`config.mk`:
```
export PLATFORM = sky130hd
export DESIGN_NAME = lapd_tei_management_fsm_core
export DESIGN_NICKNAME = d
export VERILOG_FILES = /design/src/hw/rtl/lapd_pkg.sv /design/src/hw/rtl/lapd_frm_chk.sv /design/src/hw/rtl/lapd_ctl.sv /design/src/hw/rtl/lapd_tei_management_fsm_core.sv
export VERILOG_INCLUDE_DIRS = /design/src /design/src/hw/rtl
export SDC_FILE = /design/constraint.sdc
export NUM_CORES = 1
export LEC_CHECK = 0
export BUFFER_PORTS_ARGS = -buffer_cell sky130_fd_sc_hd__clkbuf_2
export CORE_MARGIN = 4
export CORE_UTILIZATION = 40
export DETAILED_ROUTE_END_ITERATION = 10
export GPL_TIMING_DRIVEN = 0
export SYNTH_ARGS = -nofsm -noshare
export SYNTH_HDL_FRONTEND = slang
export SYNTH_SLANG_ARGS = --single-unit
```
`constraint.sdc`:
```
create_clock -name clk -period 3.08 [get_ports clk]
set_clock_uncertainty 0.05 [all_clocks]
set_input_delay 0 -clock clk [delete_from_list [all_inputs] [get_ports clk]]
set_output_delay 0 -clock clk [all_outputs]
set_load 0.1 [all_outputs]
```
`src/hw/rtl/assert_macros.svh`:
```
// ---------------------------------------------------------------------------
// Assertion macros
// Clocked assertion forms shared by the RTL that checks itself.
// ---------------------------------------------------------------------------
`ifndef ASSERT_MACROS_SVH
`define ASSERT_MACROS_SVH

// property checked on every rising clk edge, off while arst_n is low
`define ASSERT_CLK(label, prop, msg) \
	label: assert property (@(posedge clk) disable iff (!arst_n) prop) else $error(msg);

// implication checked on every rising clk edge, off while arst_n is low
`define ASSERT_IMPL(label, ante, cons, msg) \
	`ASSERT_CLK(label, (ante) |-> (cons), msg)

`endif

```
`src/hw/rtl/lapd_pkg.sv`:
```
// ---------------------------------------------------------------------------
// LAPD TEI management package
// Types, codes and helpers shared by the TEI management block.
// ---------------------------------------------------------------------------
package lapd_pkg;

	localparam int TIMER_W = 16;

	// event codes
	localparam logic [1:0] FN_FRAME  = 2'd0;
	localparam logic [1:0] FN_ASSIGN = 2'd1;
	localparam logic [1:0] FN_ERROR  = 2'd2;
	localparam logic [1:0] FN_TICK   = 2'd3;

	// configuration register indexes
	localparam logic [2:0] CFG_NET_SIDE     = 3'd0;
	localparam logic [2:0] CFG_FIXED_TEI    = 3'd1;
	localparam logic [2:0] CFG_TEI_ASSIGNED = 3'd2;
	localparam logic [2:0] CFG_OWN_TEI      = 3'd3;
	localparam logic [2:0] CFG_T202_TICKS   = 3'd4;

	localparam logic [15:0] T202_RESET = 16'd2000;

	// frame constants
	localparam logic [7:0] UI_CTRL   = 8'h03;
	localparam logic [7:0] CTRL_MASK = 8'hEF;
	localparam logic [7:0] ENTITY_ID = 8'h0F;
	localparam logic [7:0] MIN_LEN   = 8'd8;
	localparam logic [6:0] BCAST_TEI = 7'd127;

	// TEI message types
	localparam logic [7:0] MT_REQUEST  = 8'd1;
	localparam logic [7:0] MT_ASSIGNED = 8'd2;
	localparam logic [7:0] MT_DENIED   = 8'd3;
	localparam logic [7:0] MT_CHK_REQ  = 8'd4;
	localparam logic [7:0] MT_CHK_RES  = 8'd5;
	localparam logic [7:0] MT_REMOVE   = 8'd6;
	localparam logic [7:0] MT_VERIFY   = 8'd7;

	typedef enum logic [2:0] {
		ACT_NONE         = 3'd0,
		ACT_SEND         = 3'd1,
		ACT_ASSIGN_REQ   = 3'd2,
		ACT_ERR_RESP     = 3'd3,
		ACT_ERR_REQ      = 3'd4,
		ACT_REMOVE_REQ   = 3'd5,
		ACT_VERIFY_OTHER = 3'd6
	} action_t;

	typedef struct packed {
		logic [1:0]  func;
		logic [7:0]  frame_len;
		logic [7:0]  ctrl_byte;
		logic [7:0]  entity_byte;
		logic [15:0] frame_ri;
		logic [7:0]  msg_type;
		logic [7:0]  ai_byte;
		logic [15:0] fresh_ri;
		logic        other_holds_tei;
		logic [15:0] other_ri;
	} item_t;

	typedef struct packed {
		logic        net_side;
		logic        fixed_tei;
		logic        tei_assigned;
		logic [6:0]  own_tei;
		logic [15:0] t202_ticks;
	} cfg_t;

	// frame check result
	typedef struct packed {
		logic       rejected;
		logic [6:0] tei;
		logic       other;
		logic       ours;
	} chk_t;

	typedef struct packed {
		logic        frame_rejected;
		action_t     action;
		logic [2:0]  tx_msg_type;
		logic [15:0] tx_ri;
		logic [7:0]  tx_ai;
		logic        tx_cr;
		logic [6:0]  assign_tei;
		logic [1:0]  fsm_state;
	} res_t;

	// T202 load value, saturated to the timer width
	function automatic logic [TIMER_W-1:0] load_ticks(input logic [15:0] t);
		logic [32:0] lim;
		logic [32:0] v;
		lim = (33'd1 << TIMER_W) - 33'd1;
		v = 33'(t);
		return TIMER_W'((v > lim) ? lim : v);
	endfunction

endpackage

```
`src/hw/rtl/lapd_frm_chk.sv`:
```
// ---------------------------------------------------------------------------
// LAPD frame check
// Validates a received TEI management frame and extracts its TEI.
// ---------------------------------------------------------------------------
module lapd_frm_chk (
	input  lapd_pkg::item_t item,
	input  lapd_pkg::cfg_t  cfg,
	output lapd_pkg::chk_t  chk
);

	logic [6:0] tei;
	logic       mt_ok;

	assign tei = item.ai_byte[7:1];

	always_comb begin
		case (item.msg_type) inside
			lapd_pkg::MT_ASSIGNED, lapd_pkg::MT_DENIED,
			lapd_pkg::MT_CHK_REQ, lapd_pkg::MT_REMOVE: mt_ok = 1'b1;
			lapd_pkg::MT_REQUEST: mt_ok = cfg.net_side;
			default: mt_ok = 1'b0;
		endcase
	end

	always_comb begin
		chk.rejected = (cfg.fixed_tei && !cfg.net_side)
			|| (item.frame_len < lapd_pkg::MIN_LEN)
			|| ((item.ctrl_byte & lapd_pkg::CTRL_MASK) != lapd_pkg::UI_CTRL)
			|| (item.entity_byte != lapd_pkg::ENTITY_ID)
			|| !mt_ok;
		chk.tei   = tei;
		// group TEI is never held by another link
		chk.other = item.other_holds_tei && (tei != lapd_pkg::BCAST_TEI);
		chk.ours  = cfg.tei_assigned
			&& ((tei == lapd_pkg::BCAST_TEI) || (tei == cfg.own_tei));
	end

endmodule

```
`src/hw/rtl/lapd_ctl.sv`:
```
// ---------------------------------------------------------------------------
// LAPD TEI management control
// State machine, reference number, retry count, T202 timer and result register.
// ---------------------------------------------------------------------------
module lapd_ctl (
	input  logic            clk,
	input  logic            arst_n,
	input  logic            advance,
	input  lapd_pkg::item_t item,
	input  lapd_pkg::cfg_t  cfg,
	input  lapd_pkg::chk_t  chk,
	output lapd_pkg::res_t  res
);

	typedef enum logic [1:0] {
		ST_IDLE     = 2'd0,
		ST_IDREQ    = 2'd1,
		ST_IDVERIFY = 2'd2
	} state_t;

	state_t                       state_q, state_d;
	logic [15:0]                  own_ri_q, own_ri_d;
	logic [1:0]                   retry_q, retry_d;
	logic [lapd_pkg::TIMER_W-1:0] tcount_q, tcount_d;
	logic                         trun_q, trun_d;
	lapd_pkg::res_t               res_q, res_d;
	logic                         idle;

	function automatic lapd_pkg::res_t put_frame(input lapd_pkg::res_t r,
			input logic [7:0] mt, input logic [15:0] ri, input logic [6:0] tei,
			input logic cr);
		lapd_pkg::res_t o;
		o = r;
		o.action      = lapd_pkg::ACT_SEND;
		o.tx_msg_type = mt[2:0];
		o.tx_ri       = ri;
		o.tx_ai       = {tei, 1'b1};
		o.tx_cr       = cr;
		return o;
	endfunction

	assign idle = (state_q == ST_IDLE);

	always_comb begin
		logic [6:0] vtei;
		logic [1:0] rdec;
		vtei = cfg.tei_assigned ? cfg.own_tei : lapd_pkg::BCAST_TEI;
		rdec = retry_q - 2'd1;
		state_d  = state_q;
		own_ri_d = own_ri_q;
		retry_d  = retry_q;
		tcount_d = tcount_q;
		trun_d   = trun_q;
		res_d    = '0;
		unique case (item.func)
			lapd_pkg::FN_FRAME: begin
				if (chk.rejected) begin
					res_d.frame_rejected = 1'b1;
				end else begin
					case (item.msg_type) inside
						lapd_pkg::MT_ASSIGNED: begin
							if (idle) begin
								if (chk.other && item.frame_ri != item.other_ri)
									res_d.action = lapd_pkg::ACT_VERIFY_OTHER;
							end else if (state_q == ST_IDREQ) begin
								if (chk.other) begin
									if (item.frame_ri != item.other_ri)
										res_d.action = lapd_pkg::ACT_ERR_RESP;
								end else if (item.frame_ri == own_ri_q) begin
									trun_d = 1'b0;
									state_d = ST_IDLE;
									res_d.action = lapd_pkg::ACT_ASSIGN_REQ;
									res_d.assign_tei = chk.tei;
								end
							end
						end
						lapd_pkg::MT_REQUEST: begin
							if (idle && cfg.tei_assigned) begin
								own_ri_d = item.frame_ri;
								res_d = put_frame(res_d, lapd_pkg::MT_ASSIGNED,
									item.frame_ri, cfg.own_tei, cfg.net_side);
								state_d = ST_IDLE;
							end
						end
						lapd_pkg::MT_CHK_REQ, lapd_pkg::MT_REMOVE: begin
							if ((idle || state_q == ST_IDVERIFY) && chk.ours) begin
								trun_d = 1'b0;
								state_d = ST_IDLE;
								if (item.msg_type == lapd_pkg::MT_CHK_REQ)
									res_d = put_frame(res_d, lapd_pkg::MT_CHK_RES,
										item.fresh_ri, cfg.own_tei, cfg.net_side);
								else
									res_d.action = lapd_pkg::ACT_REMOVE_REQ;
							end
						end
						default: ; // denied: no action in any state
					endcase
				end
			end
			lapd_pkg::FN_ASSIGN: begin
				if (cfg.fixed_tei) begin
					res_d.action = lapd_pkg::ACT_ASSIGN_REQ;
					res_d.assign_tei = cfg.own_tei;
				end else if (idle && !cfg.tei_assigned) begin
					own_ri_d = item.fresh_ri;
					res_d = put_frame(res_d, lapd_pkg::MT_REQUEST, item.fresh_ri,
						lapd_pkg::BCAST_TEI, cfg.net_side);
					state_d  = ST_IDREQ;
					tcount_d = lapd_pkg::load_ticks(cfg.t202_ticks);
					trun_d   = 1'b1;
					retry_d  = 2'd3;
				end
			end
			lapd_pkg::FN_ERROR: begin
				if (!cfg.fixed_tei && idle) begin
					res_d = put_frame(res_d, lapd_pkg::MT_VERIFY, 16'd0, vtei,
						cfg.net_side);
					state_d  = ST_IDVERIFY;
					tcount_d = lapd_pkg::load_ticks(cfg.t202_ticks);
					trun_d   = 1'b1;
					retry_d  = 2'd2;
				end
			end
			lapd_pkg::FN_TICK: begin
				if (trun_q) begin
					if (tcount_q <= lapd_pkg::TIMER_W'(1)) begin
						// T202 expiry
						tcount_d = '0;
						trun_d   = 1'b0;
						if (state_q == ST_IDREQ) begin
							retry_d = rdec;
							if (rdec != 2'd0) begin
								own_ri_d = item.fresh_ri;
								res_d = put_frame(res_d, lapd_pkg::MT_REQUEST,
									item.fresh_ri, lapd_pkg::BCAST_TEI, cfg.net_side);
								tcount_d = lapd_pkg::load_ticks(cfg.t202_ticks);
								trun_d   = 1'b1;
							end else begin
								res_d.action = lapd_pkg::ACT_ERR_REQ;
								state_d = ST_IDLE;
							end
						end else if (state_q == ST_IDVERIFY) begin
							retry_d = rdec;
							if (rdec != 2'd0) begin
								res_d = put_frame(res_d, lapd_pkg::MT_VERIFY, 16'd0,
									vtei, cfg.net_side);
								tcount_d = lapd_pkg::load_ticks(cfg.t202_ticks);
								trun_d   = 1'b1;
							end else begin
								res_d.action = lapd_pkg::ACT_REMOVE_REQ;
								state_d = ST_IDLE;
							end
						end
					end else begin
						tcount_d = tcount_q - lapd_pkg::TIMER_W'(1);
					end
				end
			end
		endcase
		res_d.fsm_state = state_d;
	end

	always_ff @(posedge clk or negedge arst_n) begin
		if (!arst_n) begin
			state_q  <= ST_IDLE;
			own_ri_q <= '0;
			retry_q  <= '0;
			tcount_q <= '0;
			trun_q   <= 1'b0;
			res_q    <= '0;
		end else if (advance) begin
			state_q  <= state_d;
			own_ri_q <= own_ri_d;
			retry_q  <= retry_d;
			tcount_q <= tcount_d;
			trun_q   <= trun_d;
			res_q    <= res_d;
		end
	end

	assign res = res_q;

endmodule

```
`src/hw/rtl/lapd_tei_management_fsm_core.sv`:
```
// ---------------------------------------------------------------------------
// LAPD TEI management core
// Q.921 style TEI assignment, check, removal and verify machine.
// ---------------------------------------------------------------------------
//  channel | handshake           | payload
//  in      | in_valid / in_ready | func .. other_ri, one event per item
//  out     | out_valid/out_ready | frame_rejected .. fsm_state, one per item
//  cfg     | cfg_we              | cfg_index, cfg_data
//
//  An accepted item is held in the input register; its result is then held in the
//  result register until it leaves.
//  Throughput: one item per cycle while the output is not stalled; the whole
//  decision is one combinational pass. A stalled output holds the result register
//  and the input register; in_ready falls only when both are full.
//  Reset clears state, retry count, timer and configuration (T202 to 2000).
// ---------------------------------------------------------------------------
`include "assert_macros.svh"

module lapd_tei_management_fsm_core (
	input  logic        clk,
	input  logic        arst_n,
	input  logic        cfg_we,
	input  logic [2:0]  cfg_index,
	input  logic [15:0] cfg_data,
	input  logic        in_valid,
	output logic        in_ready,
	input  logic [1:0]  func,
	input  logic [7:0]  frame_len,
	input  logic [7:0]  ctrl_byte,
	input  logic [7:0]  entity_byte,
	input  logic [15:0] frame_ri,
	input  logic [7:0]  msg_type,
	input  logic [7:0]  ai_byte,
	input  logic [15:0] fresh_ri,
	input  logic        other_holds_tei,
	input  logic [15:0] other_ri,
	output logic        out_valid,
	input  logic        out_ready,
	output logic        frame_rejected,
	output logic [2:0]  action,
	output logic [2:0]  tx_msg_type,
	output logic [15:0] tx_ri,
	output logic [7:0]  tx_ai,
	output logic        tx_cr,
	output logic [6:0]  assign_tei,
	output logic [1:0]  fsm_state
);

	lapd_pkg::cfg_t  cfg_q;
	lapd_pkg::item_t item_s1;
	logic            valid_s1;
	logic            out_valid_q;
	logic            advance;
	lapd_pkg::chk_t  chk;
	lapd_pkg::res_t  res;

	always_ff @(posedge clk or negedge arst_n) begin
		if (!arst_n) begin
			cfg_q.net_side     <= 1'b0;
			cfg_q.fixed_tei    <= 1'b0;
			cfg_q.tei_assigned <= 1'b0;
			cfg_q.own_tei      <= '0;
			cfg_q.t202_ticks   <= lapd_pkg::T202_RESET;
		end else if (cfg_we) begin
			unique case (cfg_index)
				lapd_pkg::CFG_NET_SIDE:     cfg_q.net_side     <= cfg_data[0];
				lapd_pkg::CFG_FIXED_TEI:    cfg_q.fixed_tei    <= cfg_data[0];
				lapd_pkg::CFG_TEI_ASSIGNED: cfg_q.tei_assigned <= cfg_data[0];
				lapd_pkg::CFG_OWN_TEI:      cfg_q.own_tei      <= cfg_data[6:0];
				lapd_pkg::CFG_T202_TICKS:   cfg_q.t202_ticks   <= cfg_data;
				default: ; // drop writes beyond the register list
			endcase
		end
	end

	// advance the input register into the result register when it has room
	assign advance  = valid_s1 && (!out_valid_q || out_ready);
	assign in_ready = !valid_s1 || advance;

	always_ff @(posedge clk or negedge arst_n) begin
		if (!arst_n) begin
			valid_s1    <= 1'b0;
			out_valid_q <= 1'b0;
		end else begin
			if (in_ready)
				valid_s1 <= in_valid;
			if (advance)
				out_valid_q <= 1'b1;
			else if (out_ready)
				out_valid_q <= 1'b0;
		end
	end

	always_ff @(posedge clk) begin
		if (in_valid && in_ready) begin
			item_s1.func            <= func;
			item_s1.frame_len       <= frame_len;
			item_s1.ctrl_byte       <= ctrl_byte;
			item_s1.entity_byte     <= entity_byte;
			item_s1.frame_ri        <= frame_ri;
			item_s1.msg_type        <= msg_type;
			item_s1.ai_byte         <= ai_byte;
			item_s1.fresh_ri        <= fresh_ri;
			item_s1.other_holds_tei <= other_holds_tei;
			item_s1.other_ri        <= other_ri;
		end
	end

	lapd_frm_chk u_frm_chk (
		.item (item_s1),
		.cfg  (cfg_q),
		.chk  (chk)
	);

	lapd_ctl u_ctl (
		.clk     (clk),
		.arst_n  (arst_n),
		.advance (advance),
		.item    (item_s1),
		.cfg     (cfg_q),
		.chk     (chk),
		.res     (res)
	);

	assign out_valid      = out_valid_q;
	assign frame_rejected = res.frame_rejected;
	assign action         = res.action;
	assign tx_msg_type    = res.tx_msg_type;
	assign tx_ri          = res.tx_ri;
	assign tx_ai          = res.tx_ai;
	assign tx_cr          = res.tx_cr;
	assign assign_tei     = res.assign_tei;
	assign fsm_state      = res.fsm_state;

	`ASSERT_CLK(a_in_lands, (in_valid && in_ready) |=> valid_s1,
		"accepted item not held in input register")
	`ASSERT_IMPL(a_frame_fields, out_valid && (action != lapd_pkg::ACT_SEND),
		(tx_ai == 8'd0) && (tx_cr == 1'b0) && (tx_ri == 16'd0),
		"frame fields set without send action")
	`ASSERT_IMPL(a_assign_clean, out_valid && (action == lapd_pkg::ACT_ASSIGN_REQ),
		tx_msg_type == 3'd0, "assign request carries a frame type")

endmodule
```
# Word level (Yosys, flattened, before mapping)
# Cells that the tools add are included.
dict set report word_totals {
  ff_bits 195
  inputBits 115
  word_cells 234
  out_inout_bits 43
}
dict set report op_classes {
  muxes 115
  addsub 2
  n_eq_ne 43
  n_reduce_logical 43
  order_cmp 2
}
# op count
set op_table {}
lappend op_table {{$mux 16} 18}
lappend op_table {{$pmux 41 s4} 1}
lappend op_table {{$mux 41} 3}
lappend op_table {{$mux 40} 3}
lappend op_table {{$mux 38} 3}
lappend op_table {{$mux 28} 4}
lappend op_table {{$pmux 16 s3} 2}
lappend op_table {{$mux 37} 2}
lappend op_table {{$mux 7} 9}
lappend op_table {{$mux 2} 31}
lappend op_table {{$mux 35} 1}
lappend op_table {{$mux 3} 10}
lappend op_table {{$mux 1} 25}
lappend op_table {{$reduce_and 12->1} 2}
lappend op_table {{$eq 16x16->1} 1}
lappend op_table {{$eq 8x2->1 const B} 2}
lappend op_table {{$eq 8x3->1 const B} 2}
lappend op_table {{$le 16x1->1 const B} 1}
lappend op_table {{$ne 16x16->1} 1}
lappend op_table {{$ne 2x1->1 const B} 8}
lappend op_table {{$sub 16x1->16 const B} 1}
lappend op_table {{$reduce_and 15->1} 1}
lappend op_table {{$ne 3x3->1 const B} 4}
lappend op_table {{$logic_and 1x1->1} 10}
lappend op_table {{other kinds (33)} 60}

# Longest topological paths before layout
# Gate-level depths: netlist (run 1).
dict set report logic_depth {
  depth_word 10
  ltp_mapped 10
  mapped_depth_nobuf 8
}

# Cells and area by module
# From an unflattened synthesis (run 1), not the netlist that was laid out.
dict set report unflattened {
  cells_unflattened 781
  area_unflattened_um2 9026.2
}
# module area_per_inst_um2 cells_each instances seq_area_each_um2
set modules_own_cells {}
lappend modules_own_cells {lapd_ctl 4882.2 588 1 1901.8}
lappend modules_own_cells {lapd_tei_management_fsm_core 3890.0 158 1 3440.8}
lappend modules_own_cells {lapd_frm_chk 254.0 35 1 0.0}

# Least setup slack after synthesis (run 1)
# OpenSTA, ideal clock, no wires.
dict set report synth_timing {
  path_type {register to register}
  start {register out_valid_q, in the netlist out_valid}
  end {register item_s1[0] (netlist name), enable pin}
  required_time_ns 2.577
  path_slack_ns -1.232
  period_less_slack_ns 4.312
  arrival_time_ns 3.808
  setup_time_ns 0.453
  n_path_buf 0
  path_stages_with_launch 3
  cell_sequence {dfrtp_1 > nand3b_1 > and2_1}
}
dict set report synth_between {
  elab_chain_len 5
}
# element line_no
set synth_rtl {}
lappend synth_rtl {{start, declared} lapd_tei_management_fsm_core.sv:52} ;# logic out_valid_q;
lappend synth_rtl {{start signal, assigned} lapd_tei_management_fsm_core.sv:83} ;# out_valid_q <= 1'b0;
lappend synth_rtl {{start signal, assigned} lapd_tei_management_fsm_core.sv:88} ;# out_valid_q <= 1'b1;
lappend synth_rtl {{start signal, assigned} lapd_tei_management_fsm_core.sv:90} ;# out_valid_q <= 1'b0;
lappend synth_rtl {{$logic_not 1->1} lapd_tei_management_fsm_core.sv:77} ;# assign advance = valid_s1 && (!out_valid_q || out_ready);
lappend synth_rtl {{$logic_or 1x1->1} lapd_tei_management_fsm_core.sv:77}
lappend synth_rtl {{$logic_and 1x1->1} lapd_tei_management_fsm_core.sv:77}
lappend synth_rtl {{$logic_or 1x1->1} lapd_tei_management_fsm_core.sv:78} ;# assign in_ready = !valid_s1 || advance;
lappend synth_rtl {{via in_ready} lapd_tei_management_fsm_core.sv:26} ;# output logic in_ready,
lappend synth_rtl {{$logic_and 1x1->1} lapd_tei_management_fsm_core.sv:95} ;# if (in_valid && in_ready) begin
lappend synth_rtl {{end, declared} lapd_tei_management_fsm_core.sv:50} ;# lapd_pkg::item_t item_s1;
# The timed path passes the listed nets, and every way through them passes these cells.
# A chain may end at the register's enable or synchronous reset.

# Worst setup path after layout (run 1)
dict set report layout_timing {
  start {register item_s1[43] (netlist name)}
  end {register u_ctl.own_ri_q[10]}
}
dict set report layout_between {
  elab_chain_len 7
  elab_cells_between_ends 14
  classes_between {eq/ne: 8; mux: 2; reduce/logical: 4}
}
# element line_no
set layout_rtl {}
lappend layout_rtl {{$eq 8x2->1 (no source line) (tied with other cells)} n/a}
lappend layout_rtl {{$reduce_or 4->1 / $mux 1 (equally long branches)} lapd_frm_chk.sv:17} ;# case (item.msg_type) inside
lappend layout_rtl {{$mux 1} lapd_frm_chk.sv:17}
lappend layout_rtl {{$logic_not 1->1} lapd_frm_chk.sv:30} ;# || !mt_ok;
lappend layout_rtl {{$logic_or 1x1->1} lapd_frm_chk.sv:30}
lappend layout_rtl {{$ne 2x2->1 (no source line)} n/a}
lappend layout_rtl {{$reduce_and 12->1 (no source line) *} n/a}
lappend layout_rtl {{end signal, assigned} lapd_ctl.sv:173} ;# own_ri_q <= own_ri_d;
lappend layout_rtl {{end, declared} lapd_ctl.sv:22} ;# logic [15:0] own_ri_q, own_ri_d;
# Every way passes the cells marked *; elsewhere a longest branch is shown, timed or not.

==> impl_metrics.csv, run 1 <==
group,metric,value,unit
timing,max_slew.worst_pin.slew,1130,ps
yosys,synth_edf_count,86,
global_routing,overflow,0,
timing,worst_slew_margin_rel,0.245,
job,drv_cap,0,
timing,timing.fmax,351,MHz
yosys,synth.yosys.seq_area_share,0.598,
cells_and_area,design.final.nets,1113,
clock_tree,cts-root-to-sink-buffers,2,
power_and_ir_drop,comb_power_share,0.241,
placement,replace_congestion,0.886,
setup_path,critical_path_required,3350,ps
clock_tree,cts.htree.levels,4,
power_and_ir_drop,swShare,0.350,
yosys,async_reset_ff_frac,0.547,
min_path,hold_class,"primary input to flip-flop",
setup_path,critical_path_class,"flip-flop to flip-flop",
yosys,netlist_area,8680,um2
route,route.vias.total,6702,
floorplan,dieHeight,155,um
placement,detailedPlacementHpwl,16100,um
floorplan,floorplan.initialDensity,0.410,
route,vias_per_cell,5.24,
cells_and_area,layout.cells.most_common_list,"clkbuf_2, dlygate4sd3_1, dfrtp_1",
yosys,synthesis.instances,710,
route,drc,0,
route,finalWirelength,23500,um
cells_and_area,leading_cell_type_in_the_layout_fill_and_taps_excluded,"clkbuf_2",
cells_and_area,final_design_instance_area_without_fill,11500,um2
power_and_ir_drop,power_density_over_the_cells,654,nW/um2
cells_and_area,post_route_cells_drive_above_1_share,0.271,
setup_path,critPathArrivalTime,3120,ps
yosys,synth.area.top_cells,"edfxtp_1, dfrtp_1, mux2_2, xnor2_1, o21ai_0",
setup_path,crit_path_end_kind,"flip-flop",
yosys,yosysUniqueCellTypes,71,
timing,finalCritPeriodShare,0.926,
global_routing,grt_first_pass_wirelength,37500,um
clock_tree,cts_root_buffer,"clkbuf_16",
yosys,synth_top_area_cell,"edfxtp_1",
placement,dpl_cell_area,9800,um2
power_and_ir_drop,power_report.internal_total,0.00490,W
timing,timing.final.hold_violations,0,
yosys,synth.top_cell.area_share,0.297,
timing,setup_viol_count_final,0,
cells_and_area,num_antenna_cells,0,
floorplan,std_cell_rows,53,
power_and_ir_drop,peakVddDrop,379,uV
power_and_ir_drop,p_switching,0.00264,W
route,routedWlPerCell,18.4,um
clock_tree,clock_tree_from_tritoncts,"done",
power_and_ir_drop,pwr-share-seq,0.458,
floorplan,fp.dieArea,24100,um2
floorplan,io-pin-count,158,
placement,numPortBuffers,152,
floorplan,core_area,21200,um2
yosys,postSynthRegisterBits,190,
setup_path,timing.critical_path.fanout_max,10,
cells_and_area,synthToLayoutAreaGrowth,32.8,%
clock_tree,cts_sinks,190,
clock_tree,clk_pin_slew_worst_paths,80,ps
timing,grt_setup_unrepaired,"no",
cells_and_area,utilization,0.545,
outcome,run_status,"completed",
yosys,synthesized_net_count,833,
power_and_ir_drop,p_leak,4.59,nW
cells_and_area,count_of_filler_cells_inserted_in_the_layout,1784,
route,drtIter0Drc,391,
timing,finalMaxSlewViolations,0,
global_routing,globalRouteTotalUtil,0.197,
clock_tree,clkLatencyLatePin,440,ps
clock_tree,numCtsBuffers,17,
yosys,syn_avg_cell_area,12.2,um2
route,drt_pass1_iterations,4,
global_routing,initial_antenna_violation_count,0,
timing,finalCriticalPeriod,2850,ps
setup_path,setup.worst_path.start_class,"flip-flop",
global_routing,grt_pass1_vias,7040,
global_routing,grt_max_degree,105,
yosys,synth_warnings,0,
power_and_ir_drop,power.share.clock,0.301,
route,ant_nets,0,
floorplan,dieWidth,155,um
yosys,synth_top_flop_cell,"dfrtp_1",
-- cell usage after synthesis (all sizes together), types with 13 or more instances --
library cell,instances
mux2,58
a22oi,21
nor2,48
a21oi,28
xor2,15
dfrtp,98
o21ai,56
nand2,49
edfxtp,86
clkbuf,20
nand3,21
nor3,28
inv,13
xnor2,25
-- state kept, by name (all words and copies together), names as in the netlist --
| signal | flops |
|---|---|
| out_valid | 1 |
| u_ctl.tcount_q | 16 |
| valid_s1 | 1 |
| cfg_q | 26 |
| item_s1 | 86 |
| u_ctl.retry_q | 2 |
| u_ctl.trun_q | 1 |
| u_ctl.res | 41 |
| u_ctl.own_ri_q | 16 |
-- metrics by stage --
step / cells / worst slack, ps / setup TNS (ps) / hold slack [ps] / total power, W
after floorplan: 710 / 19.5 / 0 / -346 / 0.00469
after global routing: 1278 / 19.0 / 0 / 113 / 0.00792
final: 1278 / 228 / 0 / 63.8 / 0.00754
after global placement: 1137 / 10.0 / 0 / 127 / 0.00518
after detailed placement: 1137 / -15.5 / -41.3 / 125 / 0.00520
after CTS: 1277 / 103 / 0 / 45.8 / 0.00759
-- cells by family after synthesis --
logic type | after synthesis | share of synthesized area
flops | 190 | 0.598
compound gates | 156 | 0.120
simple gates | 218 | 0.135
mux | 59 | 0.0764
xor+xnor | 40 | 0.0404
buf+inv | 39 | 0.0186
fa+ha+maj | 8 | 0.0115
-- worst max-delay path, stage by stage (launching register included) --
cell,delay [ps]
edfxtp_1,390
clkbuf_1,240
or3b_2,520
or4_4,520
o21ai_1,180
nand3_2,230
buf_4,280
mux2_1,320
-- worst paths after layout --
kind	from	to	slack, ps	depth (start not counted)
worst max register to register	item_s1[43]$_DFFE_PP_	u_ctl.own_ri_q[10]$_DFFE_PN0P_	230	7
min in group asynchronous	arst_n	cfg_q[12]$_DFFE_PN0P_	200	2
worst min register to register	u_ctl.tcount_q[14]$_DFFE_PN0P_	u_ctl.tcount_q[14]$_DFFE_PN0P_	430	2
worst min-delay path	cfg_we	cfg_q[5]$_DFFE_PN0P_	60	4
worst max-delay path	item_s1[43]$_DFFE_PP_	u_ctl.own_ri_q[10]$_DFFE_PN0P_	230	7
max in group asynchronous	arst_n	u_ctl.res[6]$_DFFE_PN0P_	2190	2
-- power groups by stage --
stage / Combinational (W) / Clock, W / Sequential, W
2_1_floorplan: 0.000917 / 0 / 0.00378
3_3_place_gp: 0.00168 / 0 / 0.00350
3_5_place_dp: 0.00170 / 0 / 0.00350
4_1_cts: 0.00182 / 0.00232 / 0.00345
5_1_grt: 0.00197 / 0.00243 / 0.00352
6_report: 0.00182 / 0.00227 / 0.00345
-- area by class of cell --
cell class	instances	area [um2]	share of cell area
clock inverter	14	181	0.0157
timing repair buffer	263	1880	0.163
inverter	13	48.8	0.00423
clock buffer	18	439	0.0381
tap	275	344	0.0298
buffer	24	106	0.00922
sequential	190	5190	0.450
multi-input combinational	481	3340	0.290
-- layer usage --
layer / vias up / track usage / share of wire
met1: 3274 / 0.253 / 0.43
li1: 3234 / - / -
met5: - / 0 / 0
met3: 25 / 0.0473 / 0.051
met4: 0 / 0.0484 / 0.015
met2: 169 / 0.337 / 0.50
-- what timing repair did --
item | 4_1_cts | 5_1_grt
cloned | 0 | 0
endpoints found under the setup margin | 6 | 34
setup buffers | 0 | 2
hold endpoints to repair | 212 | 0
resized for setup | 1 | 4
hold buffers | 109 | 0
Power figures use the tool's default switching activity.
==> run 2: changes to the inputs <==
--- a/config.mk
+++ b/config.mk
@@ -8,9 +8,10 @@
 export LEC_CHECK = 0
 export BUFFER_PORTS_ARGS = -buffer_cell sky130_fd_sc_hd__clkbuf_2
 export CORE_MARGIN = 4
-export CORE_UTILIZATION = 40
+export CORE_UTILIZATION = 50
 export DETAILED_ROUTE_END_ITERATION = 10
 export GPL_TIMING_DRIVEN = 0
+export PLACE_DENSITY = 0.76
 export SYNTH_ARGS = -nofsm -noshare
 export SYNTH_HDL_FRONTEND = slang
 export SYNTH_SLANG_ARGS = --single-unit
==> run 2 against run 1 <==
Die area down 19%; highest routed layer unchanged; core utilization up 13 points; worst setup slack worse by 160 ps; via count up 3.3%; sequential share of layout area up 0.52 points; largest power group unchanged; cell area down 1.1%; worst hold slack worse by 0.65 ps; global-route usage up 4.6 points; maximum frequency down 5.3%; largest cell class unchanged; sequential cell count unchanged.
==> impl_metrics.csv, run 2 (synthesis results as in run 1) <==
group,metric,value,unit
setup_path,critical_path_class,"flip-flop to flip-flop",
placement,detailedPlacementHpwl,15200,um
clock_tree,cts_sinks,190,
setup_path,setup.worst_path.start,"item_s1[89]$_DFFE_PP_",
cells_and_area,leading_cell_type_in_the_layout_fill_and_taps_excluded,"clkbuf_2",
cells_and_area,count_of_filler_cells_inserted_in_the_layout,1241,
setup_path,timing.critical_path.fanout_max,10,
min_path,worstHoldEndpoint,"cfg_q[5]$_DFFE_PN0P_",
setup_path,critPathArrivalTime,3280,ps
cells_and_area,design.final.nets,1112,
route,finalWirelength,23600,um
cells_and_area,synthToLayoutAreaGrowth,31.3,%
route,ant_nets,0,
global_routing,grt_pass1_vias,7149,
power_and_ir_drop,peakVddDrop,549,uV
global_routing,overflow,0,
floorplan,fp.dieArea,19500,um2
outcome,run_status,"completed",
placement,numPortBuffers,152,
setup_path,rr_startpoint,"item_s1[89]$_DFFE_PP_",
timing,worst_slack,69.2,ps
route,drtIter0Drc,426,
setup_path,reg2reg_setup_slack,70,ps
clock_tree,numCtsBuffers,17,
cells_and_area,utilization,0.678,
timing,fin_setup_tns,0,ps
global_routing,globalRouteTotalUtil,0.243,
setup_path,setup.worst_path.start_class,"flip-flop",
floorplan,core_area,16800,um2
global_routing,initial_antenna_violation_count,0,
timing,timing.fmax,332,MHz
route,routedWlPerCell,19.3,um
min_path,hold_path_startpoint,"cfg_we",
timing,max_slew.worst_pin.slew,1130,ps
route,route.vias.total,6926,
power_and_ir_drop,p_leak,4.57,nW
cells_and_area,post_route_cells_drive_above_1_share,0.266,
setup_path,critical_path_required,3350,ps
floorplan,std_cell_rows,47,
timing,finalMaxSlewViolations,0,
floorplan,dieWidth,140,um
placement,post-place-ws,29.2,ps
floorplan,floorplan.initialDensity,0.516,
min_path,hold_class,"primary input to flip-flop",
clock_tree,clkLatencyLatePin,440,ps
clock_tree,clock_tree_from_tritoncts,"done",
clock_tree,cts-root-to-sink-buffers,2,
timing,timing.final.hold_violations,0,
timing,finalCritPeriodShare,0.978,
route,vias_per_cell,5.67,
setup_path,crit_path_end_kind,"flip-flop",
timing,finalCriticalPeriod,3010,ps
floorplan,dieHeight,140,um
placement,replace_congestion,0.892,
clock_tree,clk_pin_slew_worst_paths,70,ps
route,drt_pass1_iterations,5,
clock_tree,cts_root_buffer,"clkbuf_16",
timing,worst_slew_margin_rel,0.250,
cells_and_area,largest_register,"item_s1",
clock_tree,cts_post_setup_buffers_inserted,0,
cells_and_area,max_ffs_per_register,86,
clock_tree,cts.htree.levels,4,
power_and_ir_drop,power_density_over_the_cells,656,nW/um2
cells_and_area,num_antenna_cells,0,
global_routing,grt_max_degree,105,
global_routing,grt_first_pass_wirelength,37800,um
setup_path,regToRegEndpoint,"u_ctl.own_ri_q[11]$_DFFE_PN0P_",
job,drv_cap,0,
timing,setup_viol_count_final,0,
cells_and_area,layout.cells.most_common_list,"clkbuf_2, dlygate4sd3_1, dfrtp_1",
route,drc,0,
timing,grt_setup_unrepaired,"no",
min_path,min_delay_path_depth,4,
setup_path,ff2ff_path_depth,6,
floorplan,io-pin-count,158,
run 2: changes by cell type in the layout (fill, tap and decap cells not counted), moves of 2 or more:
cell      before  now
inv_6          3    6
clkinv_8       6    0
clkbuf_1      17   19
buf_4          5    3
run 2: repair_timing:
action                     4_1_cts  5_1_grt
hold buffers                   109        0
gates resized for setup          0        4
setup endpoints to repair        0       18
hold endpoints to repair       212        0
run 2: worst max-delay path by stage:
| stage | depth (start not counted) | slack (ps) | endpoint |
|---|---|---|---|
| after floorplan | 2 | 20 | item_s1[0]$_DFFE_PP_ |
| after global placement | 7 | 80 | u_ctl.res[27]$_DFFE_PN0P_ |
| after detailed placement | 7 | 30 | u_ctl.res[30]$_DFFE_PN0P_ |
| after CTS | 7 | 10 | u_ctl.res[25]$_DFFE_PN0P_ |
| after global routing | 8 | 8 | u_ctl.res[26]$_DFFE_PN0P_ |
| final | 6 | 70 | u_ctl.own_ri_q[11]$_DFFE_PN0P_ |
run 2: layout make-up:
class                   instances  area, um2  share of cell area
clock inverters                14        145              0.0127
clock buffers                  18        429              0.0376
inverters                      13       48.8             0.00428
multi-input cells             481       3340               0.293
flip-flops and latches        190       5190               0.455
plain buffers                  25        110             0.00966
well taps                     220        275              0.0241
repair buffers                261       1860               0.163
run 2: power by group:
group          leakage [nW]  internal (W)  switching (W)
sequential             2.12       0.00309       0.000373
combinational          2.17      0.000675        0.00116
clock                 0.286       0.00115        0.00103
total                  4.57       0.00492        0.00256
run 2: metal layers:
metal / global-route usage / up-vias / part of all wire
li1: - / 3224 / -
met1: 0.305 / 3398 / 0.41
met2: 0.416 / 268 / 0.51
met3: 0.0638 / 36 / 0.061
met4: 0.0729 / 0 / 0.022
met5: 0 / - / 0
run 2: worst max-delay path, stage by stage (launching register included):
cell and delay [ps]:
edfxtp_1 420, ha_1 210, clkbuf_1 260, nor2_1 720
clkbuf_1 530, mux2_2 410, mux2_1 290
run 2: metrics by stage:
| step | cells | total power (W) | hold WS [ps] | area [um2] |
|---|---|---|---|---|
| after global placement | 1082 | 0.00514 | 127 | 9720 |
| after floorplan | 710 | 0.00469 | -346 | 8680 |
| after detailed placement | 1082 | 0.00519 | 116 | 9730 |
| after global routing | 1222 | 0.00782 | 89.6 | 11400 |
| after CTS | 1223 | 0.00747 | 44.6 | 11400 |
| final | 1222 | 0.00748 | 63.1 | 11400 |
==> run 3: changes to the inputs <==
--- a/config.mk
+++ b/config.mk
@@ -6,12 +6,15 @@
 export SDC_FILE = /design/constraint.sdc
 export NUM_CORES = 1
 export LEC_CHECK = 0
+export ABC_AREA = 1
 export BUFFER_PORTS_ARGS = -buffer_cell sky130_fd_sc_hd__clkbuf_2
 export CORE_MARGIN = 4
-export CORE_UTILIZATION = 50
+export CORE_UTILIZATION = 52
 export DETAILED_ROUTE_END_ITERATION = 10
 export GPL_TIMING_DRIVEN = 0
-export PLACE_DENSITY = 0.76
+export PLACE_DENSITY = 0.77
+export SETUP_SLACK_MARGIN = 0.4
+export SLEW_MARGIN = 20
 export SYNTH_ARGS = -nofsm -noshare
 export SYNTH_HDL_FRONTEND = slang
 export SYNTH_SLANG_ARGS = --single-unit
==> run 3 against run 2 <==
First-iteration DRC count grew 49%; worst hold slack improved by 20 ps; cell count up 41%; sequential power rose by 5%; combinational power is 73% higher; sequential share of layout area fell by 4.3 points; non-clock buffer count rose by 24; wire length is 12% higher; largest cell class unchanged.
==> impl_metrics.csv, run 3 <==
group,metric,value,unit
outcome,run_status,"completed",
power_and_ir_drop,power.share.clock,0.236,
setup_path,critPathMaxStageDelay,890,ps
route,routedWlPerCell,15.3,um
timing,finalCriticalPeriod,2320,ps
global_routing,grt_pass1_vias,8915,
cells_and_area,utilization,0.692,
yosys,post-synth-top-count-cell,"nand2_1",
yosys,syn_avg_cell_area,8.21,um2
yosys,synth_edf_count,86,
power_and_ir_drop,swShare,0.427,
cells_and_area,layout.cells.most_common_list,"nand2_1, nor2_1, clkbuf_2",
route,route.vias.total,8955,
setup_path,reg2reg_setup_slack,760,ps
timing,finalMaxSlewViolations,0,
yosys,synth.cells.most_frequent,"nand2_1, nor2_1, inv_1",
floorplan,fp.dieArea,21000,um2
setup_path,worst_path_cell_trace,"inv_1 -> ha_1 -> inv_1 -> nor3_1 -> a21oi_1 -> a21oi_1",
global_routing,initial_antenna_violation_count,1,
timing,max_slew.worst_pin.slew,1160,ps
setup_path,setup.worst_path.start,"item_s1[90]$_DFFE_PP_",
cells_and_area,leading_cell_type_in_the_layout_fill_and_taps_excluded,"nand2_1",
timing,timing.fmax,430,MHz
floorplan,dieHeight,145,um
cells_and_area,largest_register,"item_s1",
setup_path,critical_path_required,3390,ps
clock_tree,cts_sinks,190,
setup_path,timing.critical_path.max_delay_family,"simple AND/OR/NAND/NOR gates",
setup_path,worstSetupPathDepth,6,
power_and_ir_drop,pwr-share-seq,0.409,
clock_tree,cts.htree.levels,4,
power_and_ir_drop,p_switching,0.00380,W
floorplan,floorplan.initialDensity,0.536,
setup_path,regToRegEndpoint,"u_ctl.res[7]$_DFFE_PN0P_",
yosys,async_reset_ff_frac,0.547,
cells_and_area,design.final.nets,1599,
yosys,postSynthRegisterBits,190,
setup_path,rr_startpoint,"item_s1[90]$_DFFE_PP_",
yosys,synth_top_area_cell,"edfxtp_1",
power_and_ir_drop,peakVddDrop,582,uV
yosys,synth.top_cell.area_share,0.265,
timing,timing.final.hold_violations,0,
route,drt_pass1_iterations,5,
timing,setup_viol_count_final,0,
route,drc,0,
clock_tree,clkLatencyLatePin,440,ps
clock_tree,cts_root_buffer,"clkbuf_16",
yosys,synthesized_net_count,1311,
floorplan,core_area,18200,um2
cells_and_area,post_route_cells_drive_above_1_share,0.159,
clock_tree,clk_pin_slew_worst_paths,70,ps
cells_and_area,final_design_instance_area_without_fill,12600,um2
yosys,yosysUniqueCellTypes,38,
setup_path,ff2ff_path_depth,6,
placement,replace_congestion,0.937,
cells_and_area,synthToLayoutAreaGrowth,29.2,%
placement,dpl_cell_area,10900,um2
timing,grt_setup_unrepaired,"no",
route,vias_per_cell,5.21,
clock_tree,cts_post_setup_buffers_inserted,0,
setup_path,critical_path.endpoint,"u_ctl.res[7]$_DFFE_PN0P_",
global_routing,overflow,0,
clock_tree,ctsHoldBuffers,114,
clock_tree,post_cts_resized,0,
global_routing,grt_max_degree,71,
power_and_ir_drop,comb_power_share,0.355,
cells_and_area,max_ffs_per_register,86,
setup_path,setup.worst_path.start_class,"flip-flop",
yosys,netlist_area,9750,um2
job,drv_cap,0,
floorplan,io-pin-count,158,
yosys,synth.area.top_cells,"edfxtp_1, dfrtp_1, nand2_1, nor2_1, inv_1",
setup_path,crit_path_end_kind,"flip-flop",
placement,numPortBuffers,152,
min_path,hold_class,"primary input to flip-flop",
clock_tree,clock_tree_from_tritoncts,"done",
clock_tree,numCtsBuffers,17,
yosys,synth_warnings,0,
timing,finalCritPeriodShare,0.754,
route,ant_nets,0,
setup_path,critPathArrivalTime,2640,ps
timing,timing.hold.ws,83.3,ps
timing,worst_slew_margin_rel,0.220,
floorplan,dieWidth,145,um
placement,detailedPlacementHpwl,17900,um
timing,fin_setup_tns,0,ps
setup_path,critical-path-slowest-cell,"nor3_1",
yosys,synth.yosys.seq_area_share,0.532,
setup_path,critPathBufInv,2,
global_routing,grt_first_pass_wirelength,44000,um
floorplan,std_cell_rows,49,
route,drtIter0Drc,633,
global_routing,globalRouteTotalUtil,0.255,
setup_path,timing.critical_path.fanout_max,8,
clock_tree,cts-root-to-sink-buffers,2,
route,finalWirelength,26300,um
setup_path,critical_path_class,"flip-flop to flip-flop",
power_and_ir_drop,p_leak,5.94,nW
power_and_ir_drop,power_report.internal_total,0.00511,W
yosys,synth_top_flop_cell,"dfrtp_1",
yosys,synthesis.instances,1188,
power_and_ir_drop,power_density_over_the_cells,707,nW/um2
-- run 3: cell families after synthesis --
group / count (synthesis) / synth area share
flops: 190 / 0.532
fa+ha+maj: 8 / 0.0103
mux: 8 / 0.00924
simple gates: 584 / 0.245
compound gates: 181 / 0.0972
xor+xnor: 38 / 0.0341
buf+inv: 179 / 0.0718
-- run 3: area by class of cell --
type	instances	area [um2]
antenna	1	2.50
inverter	138	522
timing repair buffer	269	1980
sequential	190	5200
buffer	41	183
clock inverter	15	130
fill	1387	5610
clock buffer	17	425
multi-input combinational	819	3880
tap	229	287
-- run 3: per-layer routing --
metal,up-vias,GRT usage,part of all wire
met4,0,0.0983,0.028
met3,62,0.0518,0.065
li1,4402,-,-
met1,4185,0.332,0.42
met2,306,0.424,0.48
met5,-,0,0
-- run 3: worst reg2reg max path, stage by stage, from the launching register on --
cell      delay, ps
edfxtp_1        450
inv_1           130
ha_1            280
inv_1           100
nor3_1          890
a21oi_1         170
a21oi_1         180
-- run 3: worst min path at each step --
| stage | from | to | slack (ps) | depth (start not counted) |
|---|---|---|---|---|
| after floorplan | arst_n | cfg_q[0]$_DFFE_PN0P_ | -350 | 0 |
| after global placement | frame_len[6] | item_s1[87]$_DFFE_PP_ | 130 | 1 |
| after detailed placement | arst_n | u_ctl.res[21]$_DFFE_PN0P_ | -110 | 1 |
| after CTS | cfg_we | cfg_q[7]$_DFFE_PN1P_ | 60 | 3 |
| after global routing | cfg_we | cfg_q[9]$_DFFE_PN1P_ | 100 | 3 |
| final | cfg_we | cfg_q[7]$_DFFE_PN1P_ | 80 | 3 |
-- run 3: power by group through the flow --
stage | registers [W] | clock network, W | logic [W]
after floorplan | 0.00467 | 0 | 0.00128
after global routing | 0.00371 | 0.00223 | 0.00344
final | 0.00365 | 0.00210 | 0.00316
after CTS | 0.00363 | 0.00212 | 0.00314
after detailed placement | 0.00368 | 0 | 0.00300
after global placement | 0.00367 | 0 | 0.00293
-- run 3: through the flow --
step	cells	power, W	worst slack (ps)
4_1_cts	1718	0.00890	814
6_report	1719	0.00890	757
3_3_place_gp	1569	0.00660	33.9
3_5_place_dp	1572	0.00668	855
5_1_grt	1719	0.00938	609
2_1_floorplan	1188	0.00595	236
